--- config.mk ---
export PLATFORM = sky130hd
export DESIGN_NAME = lstx_fifo
export DESIGN_NICKNAME = d
export VERILOG_FILES = /design/src/rtl/lstx_pkg.sv /design/src/rtl/lstx_fifo.sv
export SDC_FILE = /design/constraint.sdc
export NUM_CORES = 1
export LEC_CHECK = 0
export BUFFER_PORTS_ARGS = -buffer_cell sky130_fd_sc_hd__buf_2
export CORE_MARGIN = 4
export CORE_UTILIZATION = 53
export CTS_BUF_LIST = sky130_fd_sc_hd__clkbuf_4 sky130_fd_sc_hd__clkbuf_8
export DETAILED_ROUTE_END_ITERATION = 10
export PLACE_DENSITY = 0.88
export SLEW_MARGIN = 30
export SYNTH_ARGS = -nofsm -noshare
export SYNTH_HDL_FRONTEND = slang
export SYNTH_SLANG_ARGS = --single-unit
export TNS_END_PERCENT = 30
--- constraint.sdc ---
create_clock -name clk -period 2.2 [get_ports clk]
set_clock_uncertainty 0.2 [all_clocks]
set_input_delay 0.22 -clock clk [delete_from_list [all_inputs] [get_ports clk]]
set_output_delay 0.22 -clock clk [all_outputs]
set_load 0.02 [all_outputs]
--- src/rtl/lstx_pkg.sv ---
// Package with shared types, constants and the helper functions of the scan converter.
`timescale 1ns / 1ps
package lstx_pkg;

  localparam int MAX_POINTS = 361;
  localparam logic [7:0] STX_BYTE = 8'h02;
  localparam logic [7:0] ETX_BYTE = 8'h03;
  localparam logic [9:0] COUNT_MAX = 10'd1000;
  localparam logic [9:0] COUNT_FALLBACK = 10'd360;
  localparam logic [16:0] VALUE_CAP = 17'd65535;

  localparam logic [1:0] KIND_POINT = 2'd0;
  localparam logic [1:0] KIND_OK = 2'd1;
  localparam logic [1:0] KIND_ERROR = 2'd2;

  localparam logic [2:0] MATCH_FAIL = 3'd7;

  typedef enum logic [1:0] {
    PH_SEEK,
    PH_COUNT,
    PH_DIST,
    PH_DONE
  } phase_t;

  // One job handed from the parser to the point engine.
  typedef struct packed {
    logic        is_status;
    logic        status_ok;
    logic        emit;
    logic [9:0]  index;
    logic [9:0]  total;
    logic [16:0] radius;
  } job_t;

  typedef struct packed {
    logic [1:0]  kind;
    logic [9:0]  point_index;
    logic [16:0] x_mm;
    logic [16:0] y_mm;
    logic        last;
  } result_t;

  typedef enum logic [3:0] {
    EN_IDLE,
    EN_DIV,
    EN_SQ,
    EN_POLY,
    EN_FIN,
    EN_SCALE,
    EN_OUT
  } eng_state_t;

  function automatic logic [30:0] sin_coef(input logic [2:0] k);
    case (k)
      3'd0: sin_coef = 31'd1686629713;
      3'd1: sin_coef = 31'd693598669;
      3'd2: sin_coef = 31'd85569306;
      3'd3: sin_coef = 31'd5026995;
      3'd4: sin_coef = 31'd172272;
      3'd5: sin_coef = 31'd3864;
      3'd6: sin_coef = 31'd61;
      default: sin_coef = 31'd0;
    endcase
  endfunction

  function automatic logic [7:0] to_upper(input logic [7:0] c);
    to_upper = (c >= "a" && c <= "z") ? c - 8'd32 : c;
  endfunction

  function automatic logic [7:0] marker_char(input logic [2:0] i);
    case (i)
      3'd0: marker_char = "D";
      3'd1: marker_char = "I";
      3'd2: marker_char = "S";
      3'd3: marker_char = "T";
      3'd4: marker_char = "1";
      default: marker_char = 8'h00;
    endcase
  endfunction

endpackage

--- src/rtl/lstx_fifo.sv ---
// Short job queue between the byte parser and the point engine.
`timescale 1ns / 1ps
module lstx_fifo
  import lstx_pkg::*;
(
  input  logic clk,
  input  logic rst,
  input  logic in_valid,
  output logic in_ready,
  input  job_t in_job,
  output logic out_valid,
  input  logic out_ready,
  output job_t out_job
);

  job_t slots [4];
  logic [1:0] wr_ptr;
  logic [1:0] rd_ptr;
  logic [2:0] fill;
  logic push;
  logic pop;

  assign in_ready = (fill != 3'd4);
  assign out_valid = (fill != 3'd0);
  assign out_job = slots[rd_ptr];
  assign push = in_valid && in_ready;
  assign pop = out_valid && out_ready;

  always_ff @(posedge clk) begin
    if (rst) begin
      wr_ptr <= '0;
      rd_ptr <= '0;
      fill <= '0;
    end else begin
      if (push) wr_ptr <= wr_ptr + 2'd1;
      if (pop) rd_ptr <= rd_ptr + 2'd1;
      fill <= fill + {2'b0, push} - {2'b0, pop};
    end
  end

  always_ff @(posedge clk) begin
    if (push) slots[wr_ptr] <= in_job;
  end

endmodule

======== Yosys cells after proc, flatten, opt, wreduce, memory -nomap -nowiden ========
Memories as Yosys holds them, arrays and structs flattened. A register that Yosys moved wholly into a read port is not among the register bits.
Index checks and enable logic that the tools add are counted.
storage, ports and cells
  bits in registers ....................... 7
  RAM bits ................................ 160
  bits of input ports ..................... 44
  word-level logic and storage cells ...... 16
  memories kept ........................... 1
memory list
  memory  depth  width  rd ports  clocked after Yosys merged registers in  write ports  RTL line         RTL
  slots   4      40     1         1                                        1            lstx_fifo.sv:16  job_t slots [4];
operators by class
  $add $sub $neg .......................... 4
  equal/unequal tests ..................... 1
  multiplexer cells ....................... 4
  reductions and logical operators ........ 3
operator list
  cell                                           number
  adder 2 x 1 -> 2 bit (second input constant)   2
  2-to-1 mux 2 bit                               2
  adder 3 x 1 -> 3 bit                           1
  inequality test 3 bit (second input constant)  1
  nonzero test 3 bit                             1
  subtractor 3 x 1 -> 3 bit                      1
  logical AND 1 bit                              2
  2-to-1 mux 1 bit                               2

======== Depth between registers and ports, before layout ========
Gate-level depths: netlist of the first run.
  word-level depth ........................ 4
  mapped depth ............................ 11
  gate-level depth less buffers ........... 11

======== Worst setup path before layout of the first run ========
Ideal clock, no wire load.
  path kind ............................... register to register
  start point ............................. register fill[1]
  end point ............................... memory slots[2][0] (netlist bit), enable pin
  library setup time ...................... 401 ps
  data arrival time ....................... 1,766 ps
  data required time ...................... 1,599 ps
  path slack .............................. -167 ps
  stages on the path, launching flop included .. 4
  path through ............................ dfxtp_1 nor2_1 a21boi_2 and2_1
on the way
  word-level cells in the longest chain between the ends .. 4
ends and longest elaborated chain
  element                                 RTL line         RTL
  start, declared                         lstx_fifo.sv:19  logic [2:0] fill;
  start signal, assigned                  lstx_fifo.sv:37  fill <= fill + {2'b0, push} - {2'b0, pop};
  inequality test 3 bit                   lstx_fifo.sv:23  assign in_ready = (fill != 3'd4);
  logical AND 1 bit                       lstx_fifo.sv:26  assign push = in_valid && in_ready;
  2-to-1 mux 1 bit                        lstx_fifo.sv:42  if (push) slots[wr_ptr] <= in_job;
  2-to-1 mux 1 bit (implied by the code)  lstx_fifo.sv:42
  end, declared                           lstx_fifo.sv:16
No other way between the ends.

======== Worst setup path in the final report of the first run ========
  start point ............................. register fill[0]
  end point ............................... register fill[2]
on the way
  elaborated cells between the ends (all ways) .. 6
  those cells by class .................... 2 x add/sub; 1 x eq/ne; 3 x reduce/logical
RTL lines
  element                    RTL line         RTL
  nonzero test 3 bit         lstx_fifo.sv:24  assign out_valid = (fill != 3'd0);
  logical AND 1 bit          lstx_fifo.sv:27  assign pop = out_valid && out_ready;
  named net pop              lstx_fifo.sv:21  logic pop;
  subtractor 3 x 1 -> 3 bit  lstx_fifo.sv:37
The timed path passes the listed nets, and every way through them passes these cells.
A chain may end at the register's enable or synchronous reset.

==> run_results.csv, run 1 <==
group,metric,value,unit
die,die-area,13670,µm²
power,leakage,2.744,nW
global_route,grt_use_met2,0.2825,
hold_path,hp-class,"input pin to flop",
yosys,synth.yosys.warnings,0,
critical_path,startpoint,"fill[0]$_SDFF_PP0_",
critical_path,rr_startpoint,"fill[0]$_SDFF_PP0_",
yosys,syn_inst,258,
die,coreArea,11520,µm²
critical_path,startpoint_type,"flop",
timing,rsz0062_at_grt,"true",
global_route,gr-total-overflow,0,
die,die_y,116.9,µm
timing,slew_violations,0,
global_route,grt_max_degree,41,
critical_path,critical-path-top-delay-family,"adder cells",
yosys,ys_seq_area_frac,0.7930,
die,ios,86,
global_route,met3_usage,0.04422,
drt,vias_per_cell,5.384,
power,cellPowerDensity,1121,nW/µm²
critical_path,cp-end-kind,"flop",
critical_path,critical_path_depth,9,
clocking,root_buffer,"clkbuf_8",
critical_path,cp.arrival,2390,ps
yosys,syn_avg_cell_area,24.36,µm²
placed_design,dp_hpwl,6592,µm
placed_design,globalplace.congestion,0.7301,
timing,max_slew.worst_pin.slew,549.1,ps
outcome,violations,"negative setup slack",
die,start_util,0.5458,
layout,utilization,0.6880,
layout,stdcell_count,570,
critical_path,ff2ff_path_depth,9,
timing,min_period,2227,ps
critical_path,crit_required,2360,ps
layout,num-fill-cells,715,
hold_path,whs_path_depth,4,
yosys,ys_ff_latch,169,
global_route,antenna_found_initial,0,
yosys,synth.net_count,309,
clocking,cts_buffers,17,
timing,hold-worst-slack,120.6,ps
timing,setup_viol,5,
layout,drive_above_1_share,0.4379,
clocking,h-tree-depth,4,
yosys,yosysTopAreaCellShare,0.7643,
drt,drtPass1Iterations,5,
critical_path,crit_slowest_cell,"dfxtp_4",
global_route,top_usage_layer,"met2",
timing,setup_slack,-26.82,ps
die,dieWidth,116.9,µm
critical_path,path_cells,"o31a_1, ha_1, inv_1, ha_1, inv_1, fa_2, xor2_1, and2_1, nor3_1",
power,irDropWorstVdd,0.7966,mV
job,maxCapViolCount,0,
global_route,grt_usage,0.1716,
drt,wl_per_cell,19.48,µm
drt,antenna_left,0,
drt,drc,0,
yosys,syn_area,6286,µm²
yosys,synth_cell_type_count,24,
timing,hold_viol,0,
layout,syn_to_final_growth,26.04,%
layout,fin_nets,465,
critical_path,max_stage_delay,360,ps
global_route,grt_pass1_vias,3246,
clocking,clk_latency,430,ps
critical_path,cp_max_fo,4,
placed_design,dpl_cell_area,6978,µm²
clocking,cts_tree,"built",
clocking,clkSinkCount,169,
layout,design_area,7923,µm²
drt,wl,11100,µm
die,rows,39,
yosys,synthTopCellsByArea,"edfxtp_1, mux4_2, dfxtp_1",
global_route,grt_first_pass_wirelength,17090,µm
clocking,cts_max_path_buffers,2,
layout,n_antenna_cell,0,
placed_design,dp.cells,490,
critical_path,critical_path_buf_inv_count,2,
critical_path,worstSetupPathType,"flop to flop",
clocking,clk_pin_slew,90,ps
global_route,met1_usage,0.2277,
drt,drt_iter0_markers,208,
outcome,status,"finished, violations left",
hold_path,min_from,"out_ready",
timing,max_freq,449.1,MHz
yosys,yosysTopAreaCell,"edfxtp_1",
timing,relSlewSlack,0.6293,
timing,timing.final.crit_share,1.012,
power,p_total,0.008880,W
placed_design,numPortBuffers,85,
drt,dr_total_vias,3069,
-- cell type report --
type / instances / area [µm²] / area share
clock inverters: 14 / 122.6 / 0.01548
well taps: 143 / 178.9 / 0.02258
flip-flops and latches: 169 / 4995 / 0.6304
clock buffers: 18 / 241.5 / 0.03048
inverters: 5 / 18.77 / 0.002369
repair buffers: 147 / 1191 / 0.1503
multi-input cells: 74 / 1175 / 0.1483
-- cells in the final DEF, fill, tap and decap left out, drive strengths merged, types with 2 or more instances in the layout --
master / Yosys / routed
ha: 6 / 6
dfxtp: 9 / 9
dlygate4sd3: 0 / 41
mux4: 40 / 40
and2: 5 / 5
clkinvlp: 0 / 3
edfxtp: 160 / 160
nor2: 8 / 8
clkbuf: 1 / 19
nand2b: 2 / 2
inv: 5 / 8
clkinv: 0 / 7
xor2: 2 / 2
buf: 9 / 105
-- cell families after synthesis --
group | synth area share
compound gates | 0.004578
xor+xnor | 0.004181
fa+ha+maj | 0.01513
buf+inv | 0.02130
flops | 0.7930
mux | 0.1467
simple gates | 0.01513
-- worst min-delay path: cells and delay by family --
kind / cells / cell delay, ps
xor gates and xnor gates: 1 / 100
AOI/OAI and AO/OA: 1 / 160
buffers and inverters: 1 / 110
and+or+nand+nor: 1 / 120
-- report_power, final --
part	internal, W	leakage, nW	switching [W]
registers	0.00395	1.54	0.000154
clock network	0.000909	0.178	0.00107
logic	0.00136	1.02	0.00143
-- synth_stat cells --
master	n
edfxtp_1	160
mux4_2	40
dfxtp_1	9
nor2_1	8
ha_1	6
and2_1	5
inv_1	5
buf_12	4
buf_2	4
nand2b_1	2
xor2_1	2
a21boi_2	1
buf_6	1
clkbuf_1	1
fa_1	1
mux2_2	1
mux2i_1	1
nand2_1	1
nor2b_1	1
nor3_1	1
o311ai_0	1
o31a_1	1
or3_1	1
xnor2_1	1
-- layer usage --
metal / up-vias / wire length, µm
li1: 1386 / -
met1: 1565 / 4661
met2: 108 / 5758
met3: 10 / 573
met4: 0 / 107
met5: - / 0
-- per-stage QoR --
| step | setup WS (ps) | TNS [ps] |
|---|---|---|
| floorplan | -166.5 | -13450 |
| global placement | 23.58 | 0 |
| detailed placement | -125.0 | -125.0 |
| CTS | -85.41 | -703.2 |
| global route | -122.2 | -2620 |
| finish | -26.82 | -44.07 |
-- sequential cells by signal (all words and copies together) (netlist names), named ones only --
register,flops
fill,3
wr_ptr,2
rd_ptr,2
slots,160
-- what timing repair did --
item	CTS	global route
pin swaps	1	2
gates resized for setup	3	25
setup buffers	1	4
gates cloned	1	1
hold buffers	41	0
endpoints found under the hold margin	169	0
endpoints found under the setup margin	35	40
-- worst paths after layout --
check | to | slack, ps
hold / removal | flop | 120
setup / recovery | fill[2]$_SDFF_PP0_ | -30
setup reg to reg | fill[2]$_SDFF_PP0_ | -30
hold reg to reg | wr_ptr[1]$_SDFFE_PP0P_ | 330
Note: power is estimated with default switching activity, not from simulation.
==> run 2, diff against run 1 <==
CELL_PAD_IN_SITES_DETAIL_PLACEMENT = 0   (was unset)
CELL_PAD_IN_SITES_GLOBAL_PLACEMENT = 1   (was unset)
CORE_UTILIZATION = 47   (was 53)
PLACE_DENSITY = 0.89   (was 0.88)
==> run 2 against run 1 <==
  * Critical path type unchanged
  * Sequential share of layout area is 0.078 points higher
  * First-iteration DRC count is 42% higher
  * Worst hold slack better by 69 ps
  * Via count down 0.94%
  * Non-clock buffer count stayed put
  * The run still ends with negative setup slack left
  * Combinational power decreased by 3%
  * Clock power up 8%
  * Register-to-register slack got worse by 20 ps
  * Critical path depth stayed put
  * Global-route usage shrank 1.3 points
  * Power up 0.53%
  * Maximum frequency is 0.69% lower
==> run_results.csv, run 2 (synthesized netlist as in run 1, its figures left out) <==
group,metric,value,unit
outcome,status,"finished, violations left",
outcome,violations,"negative setup slack",
global_route,top_usage_layer,"met2",
global_route,met1_usage,0.1899,
power,leakage,2.743,nW
critical_path,cp_max_fo,4,
drt,dr_total_vias,3040,
power,cellPowerDensity,1129,nW/µm²
layout,register_area,4992,µm²
die,start_util,0.4882,
global_route,antenna_found_initial,0,
critical_path,ff2ff_path_depth,9,
clocking,clk_pin_slew,80,ps
power,irDropWorstVdd,0.7229,mV
timing,max_slew.worst_pin.slew,423.7,ps
timing,max_freq,446.0,MHz
clocking,clk_latency,440,ps
layout,num-fill-cells,904,
critical_path,path_cells,"o31a_1, ha_1, inv_1, ha_1, inv_1, fa_2, xor2_1, and2_1, nor3_1",
layout,final_common_cell,"edfxtp_1",
critical_path,crit_required,2370,ps
timing,relSlewSlack,0.7139,
drt,wl_per_cell,18.90,µm
global_route,grt_pass1_vias,3298,
layout,design_area,7909,µm²
die,die_y,123.7,µm
global_route,met3_usage,0.04995,
power,p_switching,0.002586,W
critical_path,startpoint_type,"flop",
critical_path,crit_slowest_cell,"dfxtp_2",
power,swShare,0.2897,
global_route,grt_use_met2,0.2619,
die,die-area,15290,µm²
timing,timing.final.crit_share,1.019,
timing,min_period,2242,ps
layout,largest_reg_flops,160,
drt,drc,0,
critical_path,startpoint,"fill[0]$_SDFF_PP0_",
layout,syn_to_final_growth,25.82,%
power,p_int,0.006341,W
die,dieWidth,123.7,µm
drt,antenna_left,0,
clocking,cts_buffers,17,
power,p_clk_frac,0.238,
clocking,h-tree-depth,4,
placed_design,dp_hpwl,6901,µm
global_route,grt_first_pass_wirelength,17350,µm
drt,vias_per_cell,5.075,
global_route,gr-total-overflow,0,
clocking,root_buffer,"clkbuf_8",
layout,utilization,0.6142,
timing,rsz0062_at_grt,"true",
timing,hold_viol,0,
critical_path,crit_path_end,"fill[2]$_SDFF_PP0_",
job,maxCapViolCount,0,
timing,finalSetupTns,-47.44,ps
drt,drtPass1Iterations,6,
layout,largest_registers,"slots x160, fill x3",
critical_path,rr_startpoint,"fill[0]$_SDFF_PP0_",
critical_path,max_stage_delay,340,ps
clocking,cts_tree,"built",
die,rows,41,
timing,setup_viol,3,
placed_design,dpl_cell_area,6974,µm²
timing,setup_slack,-42.36,ps
drt,drt_iter0_markers,296,
power,comb_power_share,0.304,
die,ios,86,
clocking,cts_max_path_buffers,2,
layout,n_antenna_cell,0,
layout,layout_common_cells,"edfxtp_1, buf_2, dlygate4sd3_1",
layout,multi_input_comb_area,1175,µm²
clocking,clkSinkCount,169,
hold_path,hp-class,"input pin to flop",
layout,drive_above_1_share,0.4333,
layout,regMostFlops,"slots",
layout,fin_nets,465,
drt,wl,11320,µm
placed_design,globalplace.congestion,0.7949,
timing,slew_violations,0,
critical_path,r2r_setup_slack,-40,ps
die,coreArea,12880,µm²
global_route,grt_max_degree,25,
placed_design,numPortBuffers,85,
timing,hold-worst-slack,189.4,ps
critical_path,timing.rr.end,"fill[2]$_SDFF_PP0_",
power,seq_power_share,0.458,
global_route,grt_usage,0.1582,
critical_path,worstSetupPathType,"flop to flop",
critical_path,cp-end-kind,"flop",
critical_path,cp.arrival,2410,ps
==> run 2: cell types whose count changed in the layout (fill, tap and decap cells not counted) <==
cell           delta
dfxtp_4           -1
buf_4             +6
clkinv_4          -1
dlygate4sd3_1     +1
clkinv_1          +1
clkbuf_4          -1
inv_6             -3
buf_12            -6
clkinvlp_4        -1
clkinv_2          +3
buf_6             -1
bufinv_16         +2
dfxtp_2           +1
==> run 2: area by class of cell <==
class                           instances  share of cell area
Multi-Input combinational cell         74              0.1486
Inverter                                5            0.002373
Clock buffer                           17             0.02958
Timing Repair Buffer                  147              0.1410
Sequential cell                       169              0.6312
Tap cell                              172             0.02721
Clock inverter                         15             0.02009
==> run 2: worst min path at each step <==
| stage | endpoint | depth (start not counted) | start | slack [ps] |
|---|---|---|---|---|
| floorplan | slots[0][0]$_DFFE_PP_ | 0 | in_job[0] | 120 |
| global placement | slots[2][13]$_DFFE_PP_ | 1 | in_job[13] | 230 |
| detailed placement | slots[3][22]$_DFFE_PP_ | 1 | in_job[22] | 240 |
| CTS | wr_ptr[1]$_SDFFE_PP0P_ | 4 | in_valid | 40 |
| global route | wr_ptr[1]$_SDFFE_PP0P_ | 5 | in_valid | 170 |
| finish | wr_ptr[1]$_SDFFE_PP0P_ | 5 | in_valid | 190 |
==> run 2: power groups by stage <==
stage | registers (W) | logic [W] | clock network (W)
after floorplan | 0.00411 | 0.00178 | 0
after global placement | 0.00411 | 0.00244 | 0
after detailed placement | 0.00414 | 0.00251 | 0
after CTS | 0.00407 | 0.00259 | 0.00220
after global routing | 0.00411 | 0.00293 | 0.00235
final | 0.00408 | 0.00272 | 0.00213
==> run 2: routing by layer <==
metal / vias up / wire length (µm)
li1: 1385 / -
met1: 1556 / 4536
met2: 77 / 5987
met3: 22 / 552
met4: 0 / 243
met5: - / 0
==> run 2: worst max-delay path, delay by kind of cell, from the launching register on <==
family	cells	cell delay, ps
adder cells (fa/ha/maj)	3	760
flip-flops	1	340
AO/OA/AOI/OAI	1	320
AND/OR/NAND/NOR	2	270
XOR/XNOR	1	160
buffers and inverters	2	110
==> run 2: through the flow <==
step           setup WS [ps]  std cells  power [W]
2_1_floorplan         -166.5        258   0.005890
3_3_place_gp           32.92        522   0.006550
3_5_place_dp          -74.19        522   0.006648
4_1_cts               -48.46        596   0.008857
5_1_grt               -138.2        599   0.009389
6_report              -42.36        599   0.008927
==> run 2: repair_timing <==
action                                 CTS  global route
resized for setup                        4            22
endpoints found under the hold margin  169             0
cloned                                   0             1
hold buffers                            42             0
setup buffers                            0             2
setup endpoints to repair               28            40
pin swaps                                1             3
