## config.mk

```make
export PLATFORM = sky130hd
export DESIGN_NAME = lstx_parser
export DESIGN_NICKNAME = d
export VERILOG_FILES = /design/src/rtl/lstx_pkg.sv /design/src/rtl/lstx_parser.sv
export SDC_FILE = /design/constraint.sdc
export NUM_CORES = 1
export LEC_CHECK = 0
export BUFFER_PORTS_ARGS = -buffer_cell sky130_fd_sc_hd__buf_2
export CORE_MARGIN = 2
export CORE_UTILIZATION = 50
export DETAILED_ROUTE_END_ITERATION = 10
export GPL_TIMING_DRIVEN = 0
export PLACE_DENSITY = 0.69
export SLEW_MARGIN = 40
export SYNTH_ARGS = -nofsm -noshare
export SYNTH_HDL_FRONTEND = slang
export SYNTH_SLANG_ARGS = --single-unit
export TNS_END_PERCENT = 50
```

## constraint.sdc

```tcl
create_clock -name clk -period 5.25 [get_ports clk]
set_clock_uncertainty 0.2 [all_clocks]
set_input_delay 0.2625 -clock clk [delete_from_list [all_inputs] [get_ports clk]]
set_output_delay 0.2625 -clock clk [all_outputs]
set_load 0.02 [all_outputs]
```

## src/rtl/lstx_pkg.sv

```systemverilog
// Package with shared types, constants and the helper functions of the scan converter.
`timescale 1ns / 1ps
package lstx_pkg;

  localparam int MAX_POINTS = 361;
  localparam logic [7:0] STX_BYTE = 8'h02;
  localparam logic [7:0] ETX_BYTE = 8'h03;
  localparam logic [9:0] COUNT_MAX = 10'd1000;
  localparam logic [9:0] COUNT_FALLBACK = 10'd360;
  localparam logic [16:0] VALUE_CAP = 17'd65535;

  localparam logic [1:0] KIND_POINT = 2'd0;
  localparam logic [1:0] KIND_OK = 2'd1;
  localparam logic [1:0] KIND_ERROR = 2'd2;

  localparam logic [2:0] MATCH_FAIL = 3'd7;

  typedef enum logic [1:0] {
    PH_SEEK,
    PH_COUNT,
    PH_DIST,
    PH_DONE
  } phase_t;

  // One job handed from the parser to the point engine.
  typedef struct packed {
    logic        is_status;
    logic        status_ok;
    logic        emit;
    logic [9:0]  index;
    logic [9:0]  total;
    logic [16:0] radius;
  } job_t;

  typedef struct packed {
    logic [1:0]  kind;
    logic [9:0]  point_index;
    logic [16:0] x_mm;
    logic [16:0] y_mm;
    logic        last;
  } result_t;

  typedef enum logic [3:0] {
    EN_IDLE,
    EN_DIV,
    EN_SQ,
    EN_POLY,
    EN_FIN,
    EN_SCALE,
    EN_OUT
  } eng_state_t;

  function automatic logic [30:0] sin_coef(input logic [2:0] k);
    case (k)
      3'd0: sin_coef = 31'd1686629713;
      3'd1: sin_coef = 31'd693598669;
      3'd2: sin_coef = 31'd85569306;
      3'd3: sin_coef = 31'd5026995;
      3'd4: sin_coef = 31'd172272;
      3'd5: sin_coef = 31'd3864;
      3'd6: sin_coef = 31'd61;
      default: sin_coef = 31'd0;
    endcase
  endfunction

  function automatic logic [7:0] to_upper(input logic [7:0] c);
    to_upper = (c >= "a" && c <= "z") ? c - 8'd32 : c;
  endfunction

  function automatic logic [7:0] marker_char(input logic [2:0] i);
    case (i)
      3'd0: marker_char = "D";
      3'd1: marker_char = "I";
      3'd2: marker_char = "S";
      3'd3: marker_char = "T";
      3'd4: marker_char = "1";
      default: marker_char = 8'h00;
    endcase
  endfunction

endpackage

```

## src/rtl/lstx_parser.sv

```systemverilog
// Byte parser that tokenizes the reply and queues point and status jobs.
`timescale 1ns / 1ps
module lstx_parser
  import lstx_pkg::*;
(
  input  logic       clk,
  input  logic       rst,
  input  logic       byte_valid,
  output logic       byte_ready,
  input  logic [7:0] rx_byte,
  output logic       job_valid,
  input  logic       job_ready,
  output job_t       job
);

  logic        in_frame;
  phase_t      parse_phase;
  logic [2:0]  marker_match;
  logic [7:0]  token_length;
  logic [16:0] hex_value;
  logic [16:0] decimal_value;
  logic [2:0]  token_flags;
  logic [9:0]  point_total;
  logic [9:0]  point_counter;
  logic        pend_status;

  logic [7:0]  up;
  logic        is_sep;
  logic        is_etx;
  logic        is_dig;
  logic        is_hex;
  logic [3:0]  hd;
  logic [20:0] dec_mul;
  logic [20:0] hex_mul;
  logic        tok_end;
  logic        tok_job;
  logic        cnt_ok;
  logic [16:0] radius;
  logic        accept;
  logic        done_after;

  assign up = to_upper(rx_byte);
  assign is_sep = (rx_byte == " ") || (rx_byte == 8'h09);
  assign is_etx = (rx_byte == ETX_BYTE);
  assign is_dig = (rx_byte >= "0") && (rx_byte <= "9");
  assign is_hex = (up >= "A") && (up <= "F");
  assign hd = is_dig ? 4'(rx_byte - "0") : 4'(up - "A" + 8'd10);
  assign dec_mul = {4'b0, decimal_value} * 21'd10 + {17'b0, hd};
  assign hex_mul = {hex_value, 4'b0} + {17'b0, hd};

  assign tok_end = in_frame && (is_sep || is_etx) && (token_length != 8'd0);
  assign tok_job = tok_end && (parse_phase == PH_DIST);
  assign cnt_ok = !token_flags[1] && !token_flags[2] && (hex_value >= 17'd1) &&
                  (hex_value <= {7'b0, COUNT_MAX});
  assign radius = token_flags[1] ? '0 :
                  token_flags[0] ? (token_flags[2] ? '0 : hex_value) : decimal_value;
  assign done_after = tok_job && ((point_counter + 10'd1) >= point_total);

  // An ETX that closes a distance token needs two jobs; pend_status holds the status job.
  always_comb begin
    job = '0;
    job_valid = 1'b0;
    if (pend_status) begin
      job.is_status = 1'b1;
      job.status_ok = (parse_phase == PH_DONE);
      job_valid = 1'b1;
    end else if (byte_valid && tok_job) begin
      job.emit = (point_counter < 10'(MAX_POINTS));
      job.index = point_counter;
      job.total = point_total;
      job.radius = radius;
      job_valid = 1'b1;
    end else if (byte_valid && in_frame && is_etx) begin
      job.is_status = 1'b1;
      job.status_ok = (parse_phase == PH_DONE);
      job_valid = 1'b1;
    end
  end

  assign byte_ready = !pend_status && (job_ready || !(in_frame && (tok_job || is_etx)));
  assign accept = byte_valid && byte_ready;

  always_ff @(posedge clk) begin
    if (rst) begin
      in_frame <= 1'b0;
      parse_phase <= PH_SEEK;
      marker_match <= '0;
      token_length <= '0;
      hex_value <= '0;
      decimal_value <= '0;
      token_flags <= '0;
      point_total <= '0;
      point_counter <= '0;
      pend_status <= 1'b0;
    end else if (pend_status) begin
      if (job_ready) begin
        pend_status <= 1'b0;
        in_frame <= 1'b0;
        parse_phase <= PH_SEEK;
        point_total <= '0;
        point_counter <= '0;
      end
    end else if (accept) begin
      if (!in_frame) begin
        if (rx_byte == STX_BYTE) begin
          in_frame <= 1'b1;
          parse_phase <= PH_SEEK;
          point_total <= '0;
          point_counter <= '0;
          marker_match <= '0;
          token_length <= '0;
          hex_value <= '0;
          decimal_value <= '0;
          token_flags <= '0;
        end
      end else if (is_sep || is_etx) begin
        marker_match <= '0;
        token_length <= '0;
        hex_value <= '0;
        decimal_value <= '0;
        token_flags <= '0;
        if (tok_end) begin
          case (parse_phase)
            PH_SEEK: if (marker_match == 3'd5) parse_phase <= PH_COUNT;
            PH_COUNT: begin
              point_total <= cnt_ok ? hex_value[9:0] : COUNT_FALLBACK;
              point_counter <= '0;
              parse_phase <= PH_DIST;
            end
            PH_DIST: begin
              point_counter <= point_counter + 10'd1;
              if (done_after) parse_phase <= PH_DONE;
            end
            default: ;
          endcase
        end
        if (is_etx) begin
          if (tok_job) begin
            pend_status <= 1'b1;
          end else begin
            in_frame <= 1'b0;
            parse_phase <= PH_SEEK;
            point_total <= '0;
            point_counter <= '0;
          end
        end
      end else begin
        if (token_length != 8'd255) token_length <= token_length + 8'd1;
        if (marker_match < 3'd5 && up == marker_char(marker_match))
          marker_match <= marker_match + 3'd1;
        else
          marker_match <= MATCH_FAIL;
        if (is_dig) begin
          if (!token_flags[2])
            decimal_value <= (dec_mul > {4'b0, VALUE_CAP}) ? VALUE_CAP : dec_mul[16:0];
        end else if (is_hex) begin
          token_flags[0] <= 1'b1;
        end else if (rx_byte == ".") begin
          token_flags[2] <= 1'b1;
          if (token_flags[2]) token_flags[1] <= 1'b1;
        end else begin
          token_flags[1] <= 1'b1;
        end
        if (is_dig || is_hex)
          hex_value <= (hex_mul > {4'b0, VALUE_CAP}) ? VALUE_CAP : hex_mul[16:0];
      end
    end
  end

endmodule

```

# == Word level (Yosys, flattened, before mapping) ==
# Index checks and enable logic that the tools add are counted.
# op_classes
n_reduce_logical,41
n_lt_le_gt_ge,13
n_eq_ne,26
n_bitwise,1
n_addsub,9
mul,1
n_mux,90
# ops
op,n
17-bit two-way mux,13
10-bit two-way mux,18
8-bit two-way mux,10
38-bit two-way mux,2
21-bit by 4-bit adder with 21-bit output,2
"21-bit by 16-bit > comparator with 1-bit output, second input constant",2
7-bit case mux with 5 select lines,1
2-bit two-way mux,15
1-bit two-way mux,21
3-bit two-way mux,7
"17-bit by 3-bit multiplier with 20-bit output, second input constant",1
10-bit case mux with 2 select lines,1
"3-bit by 1-bit inequality test with 1-bit output, second input constant",6
"17-bit by 1-bit greater-or-equal comparator with 1-bit output, second input constant",1
"17-bit by 10-bit less-or-equal comparator with 1-bit output, second input constant",1
1-bit logical AND,17
"8-bit by 2-bit == test with 1-bit output, second input constant",2
"8-bit by 6-bit == test with 1-bit output, second input constant",2
"8-bit by 7-bit greater-or-equal comparator with 1-bit output, second input constant",2
"8-bit by 7-bit less-or-equal comparator with 1-bit output, second input constant",2
4-bit AND reduction,3
6-bit AND reduction,2
"10-bit by 1-bit adder with 10-bit output, second input constant",1
10-bit greater-or-equal comparator,1
other kinds (33),48
# word_totals
out_inout_bits,42
ff_bits,72
in_bits,12

# == Depth between registers and ports, before layout ==
# Gate-level depths: netlist of run 1.
# logic_depth
ltp_word,20
depth_mapped,19
depth_no_buf,17

# == Worst setup path after synthesis of run 1 ==
# Ideal clock, no wire load.
# synth_timing
path_kind,input to register
from,input port rx_byte[3]
to,register decimal_value[10]
path_buffers,2
required_ns,4.916
arrival_time_ns,4.076
setup_time_ns,0.134
setup_slack_ns,0.840
path_stages,18
path_cell_list,clkbuf_1 > inv_1 > nand4_1 > nor3_1 > o2111ai_1 > nand2_1 > xnor2_1 > ha_1 > a21o_1 > a21oi_1 > nor3b_1 > nand3_1 > nor4_1 > nand4b_1 > nor4_1 > mux2i_1 > clkbuf_1 > a31oi_1
# synth_between
elab_chain_len,13
elab_cells_between_ends,38
classes_between,add/sub: 5; order compare: 5; eq/ne: 6; mux: 7; reduce/logical: 15
# synth_rtl
item,line_no,text
"start, declared",lstx_parser.sv:10,"input logic [7:0] rx_byte,"
8-bit by 7-bit greater-or-equal comparator with 1-bit output (tied with other cells),lstx_pkg.sv:67,"to_upper = (c >= ""a"" && c <= ""z"") ? c - 8'd32 : c;"
1-bit logical AND or 1-bit logical OR (tied branches),"lstx_pkg.sv:67, lstx_parser.sv:43",
8-bit two-way mux or 1-bit logical OR (tied branches),"lstx_pkg.sv:67, lstx_parser.sv:51, lstx_parser.sv:116",
4-bit by 1-bit subtractor with 4-bit output or 1-bit logical AND (tied branches),"lstx_parser.sv:47, lstx_parser.sv:51",
4-bit adder or 1-bit logical AND (tied branches),"lstx_parser.sv:47, lstx_parser.sv:51",
4-bit two-way mux or 1-bit logical AND (tied branches),"lstx_parser.sv:47, lstx_parser.sv:52",
21-bit by 4-bit adder with 21-bit output or 1-bit logical OR (tied branches),"lstx_parser.sv:48, lstx_parser.sv:80",
21-bit by 16-bit > comparator with 1-bit output or 1-bit logical AND (tied branches),"lstx_parser.sv:155, lstx_parser.sv:80",
17-bit two-way mux or 1-bit logical NOT (tied branches),"lstx_parser.sv:155, lstx_parser.sv:80",
17-bit two-way mux or 1-bit logical OR (tied branches),"lstx_parser.sv:154, lstx_parser.sv:80",
17-bit two-way mux or 1-bit logical AND (tied branches),"lstx_parser.sv:153, lstx_parser.sv:80",
17-bit two-way mux or 1-bit logical AND (tied branches),"lstx_parser.sv:116, lstx_parser.sv:81",
17-bit two-way mux or 5-bit AND reduction (tied branches),--,
"end signal, assigned",lstx_parser.sv:155,"decimal_value <= (dec_mul > {4'b0, VALUE_CAP}) ? VALUE_CAP : dec_mul[16:0];"
"end, declared",lstx_parser.sv:21,logic [16:0] decimal_value;
# Parallel ways exist; a longest one is shown, timed or not. The select of a mux whose other input is x is not followed.
# A chain may end at the register's enable or synchronous reset.

# == Worst setup path after layout of run 1 ==
# layout_timing
from,input port rx_byte[3]
to,register decimal_value[8]
# Same word-level chain as after synthesis.

==> impl_metrics.env, run 1 <==
export IMPL_regToRegSetupSlack_ps=840
export IMPL_areaGrowthSynthToFinish_pct=13.3
export IMPL_p_int_mw=1.03
export IMPL_worstHoldPathCells=3
export IMPL_cts_buffers=9
export IMPL_worstSetupStartpointType="input port"
export IMPL_final_seq_area_sq_um=1440
export IMPL_async_flop_share_pct=0
export IMPL_drc_errors=0
export IMPL_placed_area_sq_um=6440
export IMPL_grt_max_degree=14
export IMPL_power_density_nw_per_um2=194
export IMPL_wl_microns=16500
export IMPL_final_cell_mix="a21oi_1 (83), nand2_1 (72), nor2_1 (72), dfxtp_1 (72), ha_1 (62)"
export IMPL_drive_above_1_share_pct=9.52
export IMPL_yosysSeqAreaShare_pct=24.0
export IMPL_grt_pass1_vias=5784
export IMPL_nFillCells=1098
export IMPL_sw_frac_of_total_pct=22.0
export IMPL_cp_end_kind="register"
export IMPL_gr_usage_all_layers_pct=26.0
export IMPL_hpwl_microns=12900
export IMPL_core_region_area_sq_um=11900
export IMPL_n_antenna_cell=0
export IMPL_fmax_ghz=0.213
export IMPL_setup_viol=0
export IMPL_cp_arrival_ps=4710
export IMPL_path_cells="clkbuf_1, inv_1, nand4_1, nor3_1, o2111ai_2, nand2_1, xnor2_1, ha_1, a21o_1, a21oi_1, nor3b_1, nand3_1, nor4_2, nand4b_1, nor4_1, mux2i_2, clkbuf_2, a31oi_1"
export IMPL_fin_area_sq_um=6810
export IMPL_die_area_sq_um=12900
export IMPL_cts_tree="built"
export IMPL_crit_start="rx_byte[3]"
export IMPL_cts_root_buf="clkbuf_16"
export IMPL_io_buffers=50
export IMPL_h_tree_depth=3
export IMPL_yosys_area_top_type="dfxtp_1"
export IMPL_crit_reg2reg_launch="decimal_value[4]"
export IMPL_dr_first_iter_drc_count=487
export IMPL_irDropWorstVdd_mv=0.140
export IMPL_status="finished, final reports clean"
export IMPL_cp_top_family="simple AND/OR/NAND/NOR gates"
export IMPL_r2r_end="decimal_value[8]"
export IMPL_cp_slowest_stage_delay_ps=500
export IMPL_drt_pre_antenna_iters=5
export IMPL_slew_headroom_pct=49.6
export IMPL_gr_total_overflow=0
export IMPL_synth_top_cell_area_share_pct=24.0
export IMPL_p_leak_nw=2.69
export IMPL_synth_nets=882
export IMPL_final_max_slew_viol_count=0
export IMPL_worst_pin_slew_ps=752
export IMPL_synth_area_leaders="dfxtp_1 (24%), ha_1 (13%), a21oi_1 (6.9%)"
export IMPL_crit_type="input port to register"
export IMPL_holdCritPathClass="input port to register"
export IMPL_postRouteAntennaNets=0
export IMPL_clkPwrFrac_pct=53.9
export IMPL_synth_flop_cell="dfxtp_1"
export IMPL_insertion_delay_ps=340
export IMPL_combPwrFrac_pct=4.6
export IMPL_cp_required_ps=5260
export IMPL_cp_slowest_cell="mux2i_2"
export IMPL_routabilityCongestion=0.907
export IMPL_rows=40
export IMPL_p_switching_mw=0.290
export IMPL_start_util_pct=50.7
export IMPL_antenna_found_initial=0
export IMPL_cap_violations=0
export IMPL_min_period_ps=4700
export IMPL_ys_warn_count=0
export IMPL_crit_end="decimal_value[8]"
export IMPL_reg2reg_depth=12
export IMPL_die_h_microns=114
export IMPL_io_pin_count=54
export IMPL_layout_nets=943
export IMPL_grt_pass1_wl_microns=27500
export IMPL_viasPerCell=5.96
export IMPL_cp_max_fo=10
export IMPL_cts_setup_buffers=0
export IMPL_avgSynthCellArea_sq_um=7.46
export IMPL_synth_edff_count=0
export IMPL_crit_cells=18
export IMPL_wire_per_inst_microns=16.2
export IMPL_rsz0062_at_grt="no"
export IMPL_seq_power_share_pct=41.4
export IMPL_path_clk_slew_ps=60
export IMPL_mostFrequentLayoutCell="a21oi_1"
export IMPL_multi_input_area_sq_um=4250
export IMPL_ys_seq_elements=72
export IMPL_netlist_instances=806
export IMPL_syn_cell_area_sq_um=6010
export IMPL_p_total_mw=1.32
export IMPL_hold_violations=0
export IMPL_ys_types=57
export IMPL_fin_crit_sh_pct=89.6
export IMPL_vias=6077
export IMPL_clk_path_buf_depth=2
export IMPL_crit_buf_inv=3
export IMPL_cts_sink_count=72
export IMPL_die_w_microns=114
==> cell usage after synthesis (10+ instances only) <==
| library cell | count |
|---|---|
| nor3b_1 | 10 |
| a21oi_1 | 83 |
| dfxtp_1 | 72 |
| nand2b_1 | 10 |
| a31oi_1 | 20 |
| a211oi_1 | 12 |
| o211ai_1 | 18 |
| nand2_1 | 72 |
| xnor2_1 | 26 |
| nand3_1 | 39 |
| nor3_1 | 26 |
| inv_1 | 39 |
| and2_1 | 12 |
| nor2_1 | 72 |
| a21o_1 | 24 |
| nor2b_1 | 22 |
| xor2_1 | 21 |
| ha_1 | 62 |
| o21ai_0 | 42 |
| clkbuf_1 | 36 |
==> through the flow <==
step	util, %	setup slack (ps)	std cells	TNS (ps)	hold slack (ps)
5_1_grt	57.4	127	1019	0	71.1
6_report	57.4	548	1019	0	40.5
4_1_cts	57.3	56.2	1019	0	36.2
3_5_place_dp	54.3	-338	1003	-3250	249
2_1_floorplan	-	840	806	0	232
3_3_place_gp	54.3	-284	1003	-2680	243
==> power groups by stage <==
stage / Sequential, mW / Combinational (mW) / Clock, mW
after floorplan: 0.559 / 0.0392 / 0
after global placement: 0.559 / 0.0577 / 0
after detailed placement: 0.559 / 0.0596 / 0
after CTS: 0.547 / 0.0598 / 0.714
after global routing: 0.546 / 0.0679 / 0.743
final: 0.547 / 0.0613 / 0.712
==> cell type report <==
class | count | area share, %
Tap cell | 147 | 2.70
Timing Repair Buffer | 50 | 3.68
Multi-Input combinational cell | 650 | 62.5
Inverter | 39 | 2.15
Clock inverter | 7 | 1.76
Buffer | 45 | 2.76
Clock buffer | 9 | 3.31
Sequential cell | 72 | 21.2
==> routing by layer <==
| metal | global-route usage, % | share of wire [%] |
|---|---|---|
| met1 | 32.3 | 44 |
| met2 | 47.0 | 49 |
| met3 | 2.55 | 4.0 |
| met4 | 9.02 | 2.4 |
| met5 | 0 | 0 |
==> how the worst min path moves through the flow <==
stage                      to  slack, ps           start
2_1_floorplan  point_total[2]        230  point_total[2]
3_3_place_gp   point_total[9]        240  point_total[9]
3_5_place_dp   point_total[2]        250  point_total[2]
4_1_cts           pend_status         40       job_ready
5_1_grt           pend_status         70       job_ready
6_report          pend_status         40       job_ready
==> state kept, by name, indices dropped and copies added (netlist names) <==
register       count
decimal_value     17
point_counter     10
token_length       8
token_flags        3
marker_match       3
hex_value         17
pend_status        1
parse_phase        2
in_frame           1
point_total       10
==> cells by family (layout without fill, tap and decap cells) <==
kind of cell / after synthesis / after routing / synth area share [%]
and+or+nand+nor: 305 / 305 / 25.2
AOI/OAI and AO/OA: 232 / 232 / 24.5
buffers and inverters: 84 / 150 / 5.54
DFF: 72 / 72 / 24.0
adders and majority gates: 64 / 64 / 13.6
xor gates and xnor gates: 47 / 47 / 6.85
muxes: 2 / 2 / 0.333
==> worst register-to-register path: stages (launching register included) <==
cell       delay (ps)
dfxtp_1           410
ha_1              280
ha_1              300
a211oi_1          490
nor2_1            130
xor2_1            290
or4b_2            680
nor3_2            400
nand4_1           170
mux2i_1           180
a2111oi_4         460
buf_6             210
a31oi_1            90
==> what timing repair did <==
item	in CTS	in global routing
hold buffers	0	0
endpoints found under the setup margin	10	16
gates resized for setup	1	5
gates cloned	0	0
pin swaps	0	0
Note: power is estimated with default switching activity, not from simulation.
==> run 2, diff against run 1 <==
Settings changed: CTS_BUF_LIST set to sky130_fd_sc_hd__clkbuf_2 sky130_fd_sc_hd__clkbuf_4 sky130_fd_sc_hd__clkbuf_8.
==> run 2 against run 1 <==
  * Largest cell class unchanged
  * Final cell count unchanged
  * Die area did not move
  * Register-to-register slack about the same
  * Non-clock buffer count stayed put
  * Critical endpoint unchanged
  * Combinational power hardly changed
  * Global-route usage is 0.41 points lower
  * Setup slack improved by 44 ps
  * First-iteration DRC count decreased by 22%
==> impl_metrics.env, run 2 (synthesis results as in run 1) <==
export IMPL_multi_input_area_sq_um=4250
export IMPL_crit_start="rx_byte[0]"
export IMPL_mostFrequentLayoutCell="a21oi_1"
export IMPL_cp_max_fo=10
export IMPL_place_ws_ps=-338
export IMPL_top_regs="decimal_value (17), hex_value (17)"
export IMPL_cp_slowest_cell="mux2i_2"
export IMPL_cap_violations=0
export IMPL_routabilityCongestion=0.907
export IMPL_placed_area_sq_um=6440
export IMPL_crit_buf_inv=4
export IMPL_slew_headroom_pct=49.7
export IMPL_fin_area_sq_um=6710
export IMPL_crit_reg2reg_launch="decimal_value[4]"
export IMPL_reg2reg_depth=12
export IMPL_cts_sink_count=72
export IMPL_dr_first_iter_drc_count=381
export IMPL_die_w_microns=114
export IMPL_min_period_ps=4660
export IMPL_cts_setup_buffers=0
export IMPL_fmax_ghz=0.215
export IMPL_postRouteAntennaNets=0
export IMPL_setup_slack_ps=592
export IMPL_insertion_delay_ps=360
export IMPL_grt_max_degree=14
export IMPL_core_region_area_sq_um=11900
export IMPL_io_pin_count=54
export IMPL_fin_crit_sh_pct=88.7
export IMPL_io_buffers=50
export IMPL_gr_usage_all_layers_pct=25.6
export IMPL_regToRegSetupSlack_ps=850
export IMPL_h_tree_depth=3
export IMPL_worstSetupStartpointType="input port"
export IMPL_die_h_microns=114
export IMPL_viasPerCell=5.92
export IMPL_r2r_end="decimal_value[8]"
export IMPL_drc_errors=0
export IMPL_cp_required_ps=5290
export IMPL_areaGrowthSynthToFinish_pct=11.6
export IMPL_hold_buffers=0
export IMPL_cts_resized=1
export IMPL_setup_viol=0
export IMPL_status="finished, final reports clean"
export IMPL_cts_tree="built"
export IMPL_vias=6031
export IMPL_tns_ps=0
export IMPL_worst_pin_slew_ps=750
export IMPL_whs_ps=20.0
export IMPL_holdCritPathClass="input port to register"
export IMPL_wl_microns=16300
export IMPL_cts_buffers=9
export IMPL_path_cells="buf_2, buf_2, inv_1, ha_1, nor2_1, o211ai_1, o2111ai_2, nand2_1, xnor2_1, ha_1, a21o_1, a21oi_1, nor3b_1, nand3_1, nor4_2, nand4b_1, nor4_1, mux2i_2, clkbuf_2, a31oi_1"
export IMPL_irDropWorstVdd_mv=0.0817
export IMPL_start_util_pct=50.7
export IMPL_final_util_pct=56.5
export IMPL_layout_nets=943
export IMPL_nFillCells=1096
export IMPL_cp_end_kind="register"
export IMPL_min_from="job_ready"
export IMPL_cts_root_buf="clkbuf_8"
export IMPL_min_to="pend_status"
export IMPL_cp_slowest_stage_delay_ps=500
export IMPL_worstHoldPathCells=3
export IMPL_n_antenna_cell=0
export IMPL_final_max_slew_viol_count=0
export IMPL_hold_violations=0
export IMPL_rows=40
export IMPL_grt_pass1_vias=5757
export IMPL_final_cell_mix="a21oi_1 (83), nand2_1 (72), nor2_1 (72), dfxtp_1 (72), ha_1 (62)"
export IMPL_clk_path_buf_depth=2
export IMPL_power_density_nw_per_um2=172
export IMPL_wire_per_inst_microns=15.9
export IMPL_die_area_sq_um=12900
export IMPL_p_leak_nw=2.64
export IMPL_crit_type="input port to register"
export IMPL_drive_above_1_share_pct=9.52
export IMPL_gr_total_overflow=0
export IMPL_path_clk_slew_ps=80
export IMPL_hpwl_microns=12900
export IMPL_grt_pass1_wl_microns=27200
export IMPL_cp_arrival_ps=4700
export IMPL_cp_top_family="simple AND/OR/NAND/NOR gates"
export IMPL_drt_pre_antenna_iters=5
export IMPL_final_seq_area_sq_um=1440
export IMPL_antenna_found_initial=0
export IMPL_rsz0062_at_grt="no"
run 2: cell counts in the layout (fill, tap and decap cells not counted):
No cell type changed its count.
run 2: layer usage:
layer,part of all wire [%],wire length [microns],up-vias,track usage [%]
met4,1.8,288,0,8.13
li1,-,-,3008,-
met3,3.6,592,29,2.39
met5,0,0,-,0
met1,45,7300,2856,32.3
met2,50,8070,138,46.1
run 2: power breakdown:
part           internal, mW  switching [mW]
clock network         0.316           0.227
logic                0.0186          0.0426
registers             0.546        0.000212
run 2: final cells by class:
cell class / count / share of cell area (%)
clock inverter: 7 / 1.79
buffer: 45 / 2.80
tap: 147 / 2.74
inverter: 39 / 2.18
multi-input combinational: 650 / 63.4
sequential: 72 / 21.5
clock buffer: 9 / 1.85
timing repair buffer: 50 / 3.73
run 2: through the flow:
step | total power [mW] | std cells
floorplan | 0.598 | 806
global placement | 0.616 | 1003
detailed placement | 0.618 | 1003
CTS | 1.15 | 1019
global route | 1.19 | 1019
finish | 1.15 | 1019
run 2: worst max path at each step:
stage,endpoint,depth (start not counted)
floorplan,decimal_value[10],18
global placement,decimal_value[15],18
detailed placement,decimal_value[14],18
CTS,decimal_value[14],18
global route,decimal_value[14],20
finish,decimal_value[8],20
run 2: worst register-to-register path: cells and delay by family (launching register included):
kind            cells  cell delay [ps]
compound gates      3             1030
flops               1              420
mux                 1              180
xor+xnor            1              290
buf+inv             1              210
fa+ha+maj           2              580
simple gates        4             1380
==> run 3, diff against run 2 <==
Clock period 5.25 ns to 4.3 ns, I/O delays scaled along.
==> run 3 against run 2 <==
  * Total power grew 23%
  * Setup slack lost 340 ps
  * Design area grew 2.6%
  * Sequential share of layout area shrank 0.54 points
  * Worst hold slack gained 96 ps
  * Combinational power grew 28%
  * First-iteration DRC count shrank 15%
  * Register-to-register slack lost 600 ps
  * Clock power grew 24%
  * Via count shrank 0.28%
==> impl_metrics.env, run 3 (synthesis results as in run 1) <==
export IMPL_status="finished, final reports clean"
export IMPL_dr_first_iter_drc_count=324
export IMPL_cap_violations=0
export IMPL_layout_nets=954
export IMPL_die_w_microns=114
export IMPL_areaGrowthSynthToFinish_pct=14.5
export IMPL_tns_ps=0
export IMPL_multi_input_area_sq_um=4340
export IMPL_final_seq_area_sq_um=1440
export IMPL_nFillCells=1108
export IMPL_clk_path_buf_depth=2
export IMPL_irDropWorstVdd_mv=0.170
export IMPL_vias=6014
export IMPL_io_pin_count=54
export IMPL_power_density_nw_per_um2=206
export IMPL_core_region_area_sq_um=11900
export IMPL_hold_violations=0
export IMPL_slew_headroom_pct=48.9
export IMPL_cts_buffers=9
export IMPL_grt_pass1_vias=5560
export IMPL_route_met3_wl_microns=627
export IMPL_h_tree_depth=3
export IMPL_die_area_sq_um=12900
export IMPL_grt_pass1_wl_microns=26700
export IMPL_drt_pre_antenna_iters=5
export IMPL_setup_slack_ps=250
export IMPL_cp_arrival_ps=4090
export IMPL_routabilityCongestion=0.866
export IMPL_top_layer="met4"
export IMPL_gr_usage_all_layers_pct=25.4
export IMPL_final_max_slew_viol_count=0
export IMPL_setup_viol=0
export IMPL_cts_tree="built"
export IMPL_dp_cells=1003
export IMPL_hpwl_microns=12700
export IMPL_wl_met1_microns=7500
export IMPL_stdcell_count=1029
export IMPL_wl_microns=16400
export IMPL_min_period_ps=4050
export IMPL_antenna_found_initial=0
export IMPL_mostFrequentLayoutCell="a21oi_1"
export IMPL_whs_ps=116
export IMPL_final_cell_mix="a21oi_1 (82), nand2_1 (72), nor2_1 (72), dfxtp_1 (72), ha_1 (62)"
export IMPL_top_regs="decimal_value (17), hex_value (17)"
export IMPL_worstSetupStartpointType="register"
export IMPL_fin_crit_sh_pct=94.2
export IMPL_wire_per_inst_microns=16.0
export IMPL_holdCritPathClass="input port to register"
export IMPL_worst_pin_slew_ps=760
export IMPL_die_h_microns=114
export IMPL_cp_required_ps=4340
export IMPL_rows=40
export IMPL_cts_sink_count=72
export IMPL_io_buffers=50
export IMPL_routed_wl_met2_microns=7990
export IMPL_place_ws_ps=-1190
export IMPL_cp_end_kind="register"
export IMPL_grt_max_degree=13
export IMPL_cp_max_fo=10
export IMPL_viasPerCell=5.84
export IMPL_start_util_pct=50.7
export IMPL_postRouteAntennaNets=0
export IMPL_fmax_ghz=0.247
export IMPL_p_leak_nw=2.74
export IMPL_path_clk_slew_ps=90
export IMPL_insertion_delay_ps=370
export IMPL_n_antenna_cell=0
export IMPL_crit_type="register to register"
export IMPL_gr_total_overflow=0
export IMPL_cts_root_buf="clkbuf_8"
export IMPL_drive_above_1_share_pct=11.7
export IMPL_drc_errors=0
run 3: what timing repair did:
action,CTS,global route
hold buffers,1,0
buffers inserted,2,8
setup endpoints to repair,16,16
gates resized for setup,7,12
pin swaps,1,5
endpoints found under the hold margin,1,0
gates cloned,0,0
run 3: where the power goes:
part / internal [mW] / switching, mW
combinational: 0.0251 / 0.0532
sequential: 0.666 / 0.000259
clock: 0.398 / 0.273
total: 1.09 / 0.327
run 3: worst max-delay path: stages, from the launching register on:
cell and delay (ps):
dfxtp_1 380, ha_1 310, ha_1 190, inv_1 60
fa_1 420, nand2b_1 230, a21oi_2 200, xnor2_2 140
or4b_2 710, nor3_4 210, buf_4 160, xnor2_1 120
nand2_1 90, mux2i_2 160, buf_2 240, a31oi_1 110
run 3: area by class of cell:
type	count	share of cell area, %
well taps	147	2.67
plain buffers	45	2.73
flip-flops and latches	72	21.0
repair buffers	61	4.87
clock inverters	5	1.53
clock buffers	10	2.00
inverters	39	2.13
multi-input cells	650	63.1
run 3: worst paths after layout:
path                        to  slack [ps]  cells after the start              from
max reg2reg  decimal_value[15]         250                     15  decimal_value[1]
min                   in_frame         120                      4        byte_valid
min reg2reg     point_total[4]         250                      2    point_total[4]
max          decimal_value[15]         250                     15  decimal_value[1]
run 3: metal layers:
metal	track usage (%)	vias up
met4	8.78	0
met3	3.29	24
met1	32.4	2821
met5	0	-
li1	-	3023
met2	44.2	146
run 3: stage by stage:
stage | instance area [sq um] | utilization (%) | total power, mW
2_1_floorplan | 6020 | - | 0.730
3_3_place_gp | 6450 | 54.4 | 0.753
3_5_place_dp | 6450 | 54.4 | 0.754
4_1_cts | 6750 | 56.9 | 1.42
5_1_grt | 6880 | 58.0 | 1.46
6_report | 6880 | 58.0 | 1.42
